<file path="src/hw/rtl/srq_pkg.sv">
package srq_pkg;

	// Square root: 32 result bits, two per pipeline stage.
	localparam int SQ_ITERS  = 32;
	localparam int SQ_PER    = 2;
	localparam int SQ_STAGES = SQ_ITERS / SQ_PER;

	// Restoring divider: quotient bits resolved per pipeline stage.
	localparam int DIV_PER = 3;

	// The larger normalized magnitude lies in [2^30, 2^31).
	localparam int NORM_BITS = 31;
	localparam int LEN_BITS  = 32;

	typedef enum logic [1:0] {
		CRN_START_NEG,
		CRN_START_POS,
		CRN_END_POS,
		CRN_END_NEG
	} corner_t;

endpackage

</file>
<file path="src/hw/rtl/srq_sqrt.sv">
module srq_sqrt import srq_pkg::*; (
	input  logic                clk,
	input  logic                en,
	input  logic [63:0]         radicand,
	output logic [LEN_BITS-1:0] root
);

	logic [63:0] n_s   [SQ_STAGES+1];
	logic [63:0] res_s [SQ_STAGES+1];
	logic [63:0] n_nx  [SQ_STAGES];
	logic [63:0] res_nx[SQ_STAGES];

	assign n_s[0]   = radicand;
	assign res_s[0] = '0;

	for (genvar g = 0; g < SQ_STAGES; g++) begin : g_stage
		always_comb begin
			logic [63:0] n;
			logic [63:0] r;
			logic [63:0] b;
			n = n_s[g];
			r = res_s[g];
			for (int k = 0; k < SQ_PER; k++) begin
				b = 64'd1 << (62 - 2 * (g * SQ_PER + k));
				if (n >= r + b) begin
					n = n - (r + b);
					r = (r >> 1) + b;
				end else begin
					r = r >> 1;
				end
			end
			n_nx[g]   = n;
			res_nx[g] = r;
		end

		always_ff @(posedge clk) begin
			if (en) begin
				n_s[g+1]   <= n_nx[g];
				res_s[g+1] <= res_nx[g];
			end
		end
	end

	assign root = res_s[SQ_STAGES][LEN_BITS-1:0];

endmodule

</file>
<file path="config.mk">
export PLATFORM = sky130hd
export DESIGN_NAME = srq_sqrt
export DESIGN_NICKNAME = d
export VERILOG_FILES = /design/src/hw/rtl/srq_pkg.sv /design/src/hw/rtl/srq_sqrt.sv
export SDC_FILE = /design/constraint.sdc
export NUM_CORES = 2
export LEC_CHECK = 0
export CORE_ASPECT_RATIO = 0.75
export CORE_MARGIN = 5
export CORE_UTILIZATION = 57
export DETAILED_ROUTE_END_ITERATION = 8
export DONT_BUFFER_PORTS = 1
export PLACE_DENSITY_LB_ADDON = 0.08
export SETUP_SLACK_MARGIN = 0.2
export SLEW_MARGIN = 30
export SYNTH_ARGS = -nofsm -noshare
export SYNTH_HDL_FRONTEND = slang
export SYNTH_SLANG_ARGS = --single-unit
</file>
<file path="constraint.sdc">
create_clock -name clk -period 7.6 [get_ports clk]
set_clock_uncertainty 0.15 [all_clocks]
set_input_delay 0.38 -clock clk [delete_from_list [all_inputs] [get_ports clk]]
set_output_delay 0.38 -clock clk [all_outputs]
set_load 0.1 [all_outputs]
</file>
# After elaboration in Yosys (flattened, before gate mapping)
# Index checks and enable logic that the tools add are counted.
totals:
  rom_bits: 0
  wordCells: 234
  ram_bits: 0
  reg_bits: 1952
  out_inout_bits: 32
  latchBits: 0
  in_bits: 66
  memories: 0
op_classes:
  bitwise_logic: 0
  muxes: 63
  eq_ne: 0
  n_shift: 0
  multipliers: 0
  magnitude_cmp: 32
  add_sub_neg: 93
  div_mod_pow: 0
  reduce_logical: 0
op_table:
  columns: ["op", "count"]
  rows:
  - ["2-to-1 mux 64 bit", 46]
  - [">= comparator 64 bit", 31]
  - ["subtractor 64 bit", 30]
  - ["2-to-1 mux 63 bit", 16]
  - ["adder 63 x 11 -> 64 bit (second input constant)", 1]
  - ["adder 63 x 13 -> 64 bit (second input constant)", 1]
  - ["adder 63 x 15 -> 64 bit (second input constant)", 1]
  - ["adder 63 x 17 -> 64 bit (second input constant)", 1]
  - ["adder 63 x 19 -> 64 bit (second input constant)", 1]
  - ["adder 63 x 21 -> 64 bit (second input constant)", 1]
  - ["adder 63 x 23 -> 64 bit (second input constant)", 1]
  - ["adder 63 x 25 -> 64 bit (second input constant)", 1]
  - ["adder 63 x 27 -> 64 bit (second input constant)", 1]
  - ["adder 63 x 29 -> 64 bit (second input constant)", 1]
  - ["adder 63 x 3 -> 64 bit (second input constant)", 1]
  - ["adder 63 x 31 -> 64 bit (second input constant)", 1]
  - ["adder 63 x 33 -> 64 bit (second input constant)", 1]
  - ["adder 63 x 35 -> 64 bit (second input constant)", 1]
  - ["adder 63 x 37 -> 64 bit (second input constant)", 1]
  - ["adder 63 x 39 -> 64 bit (second input constant)", 1]
  - ["adder 63 x 41 -> 64 bit (second input constant)", 1]
  - ["adder 63 x 43 -> 64 bit (second input constant)", 1]
  - ["adder 63 x 45 -> 64 bit (second input constant)", 1]
  - ["adder 63 x 47 -> 64 bit (second input constant)", 1]
  - ["other kinds (45)", 45]

# Longest topological paths before layout
depth:
  ltp_word: 6
  ltp_mapped: 32

# Worst setup path after synthesis
# OpenSTA, ideal clock, no wires.
synth_path:
  path_kind: "reg-to-reg"
  startpoint: "register n_s[166] (netlist name)"
  endpoint: "register n_s[81] (netlist name), data pin"
  stages_incl_launch_ff: 29
  arrival_time_ns: 6.291
  t_required_ns: 7.188
  path_slack_ns: 0.897
  setup_ns: 0.262
  n_path_buf: 6
  cell_sequence: "edfxtp_1 buf_2 or4_1 or3_1 or3_1 nand3b_4 or3_1 buf_2 clkinv_2 buf_2 buf_1 nand2_1 nand2_1 ha_1 clkbuf_1 a21o_1 a21o_1 a21o_1 a21oi_1 o221ai_1 a41oi_1 o22a_1 o21ai_1 nor4_2 nand3b_4 nor4_4 inv_2 buf_2 mux2_1"
synth_between:
  elab_chain_len: 5
synth_rtl:
  columns: ["element", "line", "text"]
  rows:
  - ["start, declared", "srq_sqrt.sv:8", "logic [63:0] n_s [SQ_STAGES+1];"]
  - ["start signal, assigned by index", "srq_sqrt.sv:38", "n_s[g+1] <= n_nx[g];"]
  - [">= comparator 64 bit", "srq_sqrt.sv:25", "if (n >= r + b) begin"]
  - ["2-to-1 mux 64 bit", "srq_sqrt.sv:25", null]
  - ["adder 64 x 5 -> 64 bit", "srq_sqrt.sv:25, srq_sqrt.sv:26", null]
  - ["subtractor 64 bit / >= comparator 64 bit (equally long branches)", "srq_sqrt.sv:26, srq_sqrt.sv:25", null]
  - ["2-to-1 mux 64 bit (*)", "srq_sqrt.sv:25", null]
  - ["net g_stage[14].$2.n[17]", "srq_sqrt.sv:18", "logic [63:0] n;"]
# Mark *: on every way through the listed nets, which the timed path passes. The rest lies on a longest branch.
# A chain may end at the register's enable or synchronous reset.

# Final worst setup path
layout_path:
  startpoint: "register res_s[425] (netlist name)"
  endpoint: "register n_s[371] (netlist name), data pin"
layout_between:
  elab_chain_len: 6
layout_rtl:
  columns: ["element", "line", "text"]
  rows:
  - ["start, declared", "srq_sqrt.sv:9", "logic [63:0] res_s [SQ_STAGES+1];"]
  - ["start signal, assigned by index", "srq_sqrt.sv:39", "res_s[g+1] <= res_nx[g];"]
  - ["adder 64 x 23 -> 64 bit", "srq_sqrt.sv:25, srq_sqrt.sv:26", null]
  - [">= comparator 64 bit", "srq_sqrt.sv:25", null]
  - ["2-to-1 mux 64 bit", "srq_sqrt.sv:25", null]
  - ["adder 64 x 21 -> 64 bit", "srq_sqrt.sv:25, srq_sqrt.sv:26", null]
  - ["subtractor 64 bit / >= comparator 64 bit (equally long branches)", "srq_sqrt.sv:26, srq_sqrt.sv:25", null]
  - ["2-to-1 mux 64 bit (*)", "srq_sqrt.sv:25", null]
  - ["net g_stage[10].$2.n[51]", "srq_sqrt.sv:18", null]
# Marked as above.

==> results list <==
- Yosys warning total: 0
- Counting the fill cells in the layout gives 11796.
* Hold Path Sink: n_s[967]
- Placement Setup Slack: -160 ps
* Vias in the first global route: 62221
- Of all flip-flops after synthesis, the portion carrying an async set or reset was 0.
* Source-to-sink clock delay at the later pin of the worst-skew pair: 810 ps
- Fraction of layout cells with a size suffix above 1: 0.0618
- Count of input and output buffers: 0
* Highest routed layer: met5
* Final GP Congestion: 1.02
- For this run, the total global-route usage over all layers was measured as 0.307.
- Die width: 451 microns
* Final hold vios: 0
* Post-DRT Antenna Nets: 0
- LEAKAGE: 35.5 nW
- The die is 341 microns tall.
- Routed wirelength normalized by instance count: 23.1 microns
* Share of Yosys cell area claimed by the top area cell type: 0.445
- STA classifies the critical path endpoint as a flop.
- Met3 wire len: 20500 microns
- DRT iter0 DRCs: 7676
- Timing would allow up to 139 MHz.
- Setup repair after global routing left no endpoint under its margin.
- The most used flip-flop cell after synthesis is edfxtp_1.
- Cell type contributing the most total cell area after synthesis: edfxtp_1
* Root Buffer Master: clkbuf_16
- Wire length the detailed router placed on met1: 114000 microns
- Clock-pin slew was measured on the worst setup and hold paths at 70 ps.
* Setup WS post-layout: 423 ps
* Routed length on met2: 105000 microns
- Power comes to 32.3 mW.
- Global-route wire length before repair: 373000 microns
* Yosys cell types: 102
- The clock passes through at most 3 buffers.
* Number of enable-type register cells in the synthesized netlist: 1232
- In the final layout, the multi-input gates occupy 43600 sq um.
- The worst hold path begins at radicand[7].
- For flop-to-flop paths, the worst setup slack is 420 ps.
- Crit path launch type: flop
* Number of cells on the worst reg-to-reg path: 24
- The share of the Yosys chip area taken by registers is 0.445.
* Net count of the mapped netlist: 9066
- For the worst setup path, the data arrival time is 7520 ps.
* Outcome: finished, final reports clean
- The count of final max-slew check failures is 0.
* Area of the placeable core: 145000 sq um
- In this run, CTS created clock tree buffers numbering 120.
* Maximum number of pins on one net before global-route repair: 174
- For this run, the share of the core covered by cells in the final layout is 0.632.
- The startpoint identified for the worst register-to-register timing path is res_s[425].
- HPWL after DPL: 189000 microns
- Synthesis handed over a netlist of 8427 instances.
- For the pin with the worst max-slew slack, the measured transition is 1080 ps.
- Leaving out fill and tap cells, the most frequent cell in the layout is edfxtp_1.
- Residual DRC: 0
- Clock tree sinks: 1232
* Max-Slew Margin vs Limit: 0.277
- Power Density: 352 nW/um^2
- Post-synthesis to final-layout area growth: 10.3%
- Die footprint: 154000 sq um
* Std-Cell Rows: 121
- 98 I/O pins were placed.
- Cell types with the largest area share after synthesis: edfxtp_1 (44%), ha_1 (8.6%), xnor2_1 (5.5%)
- Deepest level of the CTS H-tree: 3
- Syn avg cell area: 9.87 sq um
- In this run the worst path has a maximum fanout of 13.
- Average vias per placed instance: 6.34
* Most frequent cells in the layout: edfxtp_1 (1232), nor2_1 (713), a21oi_1 (680)
- For this run the aggregate overflow at the end of global routing stands at 0.
- Max-cap violations in this run came to 0.
* Worst path required time: 7950 ps
- In this run the critical register-to-register path is captured at n_s[371].
- Across the VDD grid, the largest voltage drop is 239 uV.
- Number of synthesized register bits: 1232
- The final route contains 67096 vias.
- The final layout contains routed wiring with a total length of 244000 microns.
- Number of endpoints failing setup at the final stage: 0
- The worst path needs 7180 ps of the cycle, external delays included.
- The synthesized netlist occupies a cell area of 83200 sq um.
- Count of inserted antenna diode cells: 0
- In the finished design, the share of the clock period the worst path needs comes to 0.944.
* TritonCTS clock tree: yes
* Count of cells along the worst hold path: 1
- The pre-antenna-repair detailed-routing pass consisted of 7 iterations.
- Total Nets Final: 9214
- Initial antenna violation count: 0
- Initial Util: 0.574
- Min-Delay Path Class: primary input to flop
- Register cell area after layout: 37000 sq um
- The critical path in this run is classified as flop to flop.
* Final hold slack: 69.2 ps
## cell type report
type	instances	share of cell area
Inverter	499	0.0205
Tap cell	1906	0.0260
Timing Repair Buffer	252	0.0285
Sequential cell	1232	0.403
Multi-Input combinational cell	6470	0.476
Clock inverter	85	0.0124
Clock buffer	135	0.0334
## Yosys cell counts (all sizes together) (177+ instances only)
cell type	number
o21ai	394
nand4	178
xnor2	527
a21o	249
a21oi	682
clkbuf	177
nor2	713
nand3	224
nor3	194
edfxtp	1232
nand2	673
ha	573
inv	496
xor2	290
nor4	251
## critical path: stages, from the launching register on
cell and delay [ps]:
edfxtp_1 510, inv_1 160, ha_1 450, nand4_1 200, or4_1 660, nor4_4 290, buf_4 210, a21oi_2 90
and2_1 270, nand2_2 260, inv_2 140, buf_4 230, nand2_1 80, nand2_1 100, ha_1 370, nand3_1 140
nor3b_1 350, and3_1 200, a21oi_1 70, a31oi_1 420, nor4b_1 370, a211oi_2 130, o21ai_2 400, nor3b_1 130
xnor2_1 450
## cells by family after synthesis
| logic type | after synthesis | synth area share |
|---|---|---|
| AOI/OAI and AO/OA | 2024 | 0.155 |
| adders and majority gates | 573 | 0.0862 |
| buffers and inverters | 725 | 0.0333 |
| muxes | 96 | 0.0126 |
| xor gates and xnor gates | 817 | 0.0861 |
| and+or+nand+nor | 2960 | 0.182 |
| DFF | 1232 | 0.445 |
## worst max path at each step
stage	start	to	slack (ps)
3_3_place_gp	res_s[163]	n_s[81]	-90
6_report	res_s[425]	n_s[371]	420
2_1_floorplan	n_s[166]	n_s[81]	900
3_5_place_dp	res_s[163]	n_s[81]	-160
4_1_cts	res_s[425]	n_s[377]	250
5_1_grt	res_s[425]	n_s[377]	210
## metrics by stage
stage	instance area [sq um]	std cells	TNS, ps
finish	91700	10579	0
global route	91700	10579	0
detailed placement	86300	10258	-1640
global placement	85900	10243	-636
CTS	91500	10572	0
floorplan	83200	8427	0
## where the power goes
group          internal, mW  switching [mW]  total (mW)
clock network          3.58            2.81        6.39
logic                  6.20            9.24        15.4
registers              9.26            1.21        10.5
## state kept, by name (all words and copies together) (netlist names)
name   cells
n_s      960
res_s    240
root      32
## per-layer routing
metal / up-vias / global-route usage
met1: 32313 / 0.471
met4: 2 / 0.0587
li1: 31781 / -
met2: 2674 / 0.460
met3: 326 / 0.0555
met5: - / 0.00281
## what timing repair did
action,4_1_cts,5_1_grt
endpoints found under the setup margin,64,95
hold endpoints to repair,175,3
hold buffers,94,3
gates resized for setup,5,21
setup buffers,0,3
pin swaps,0,2
Power figures use the tool's default switching activity.
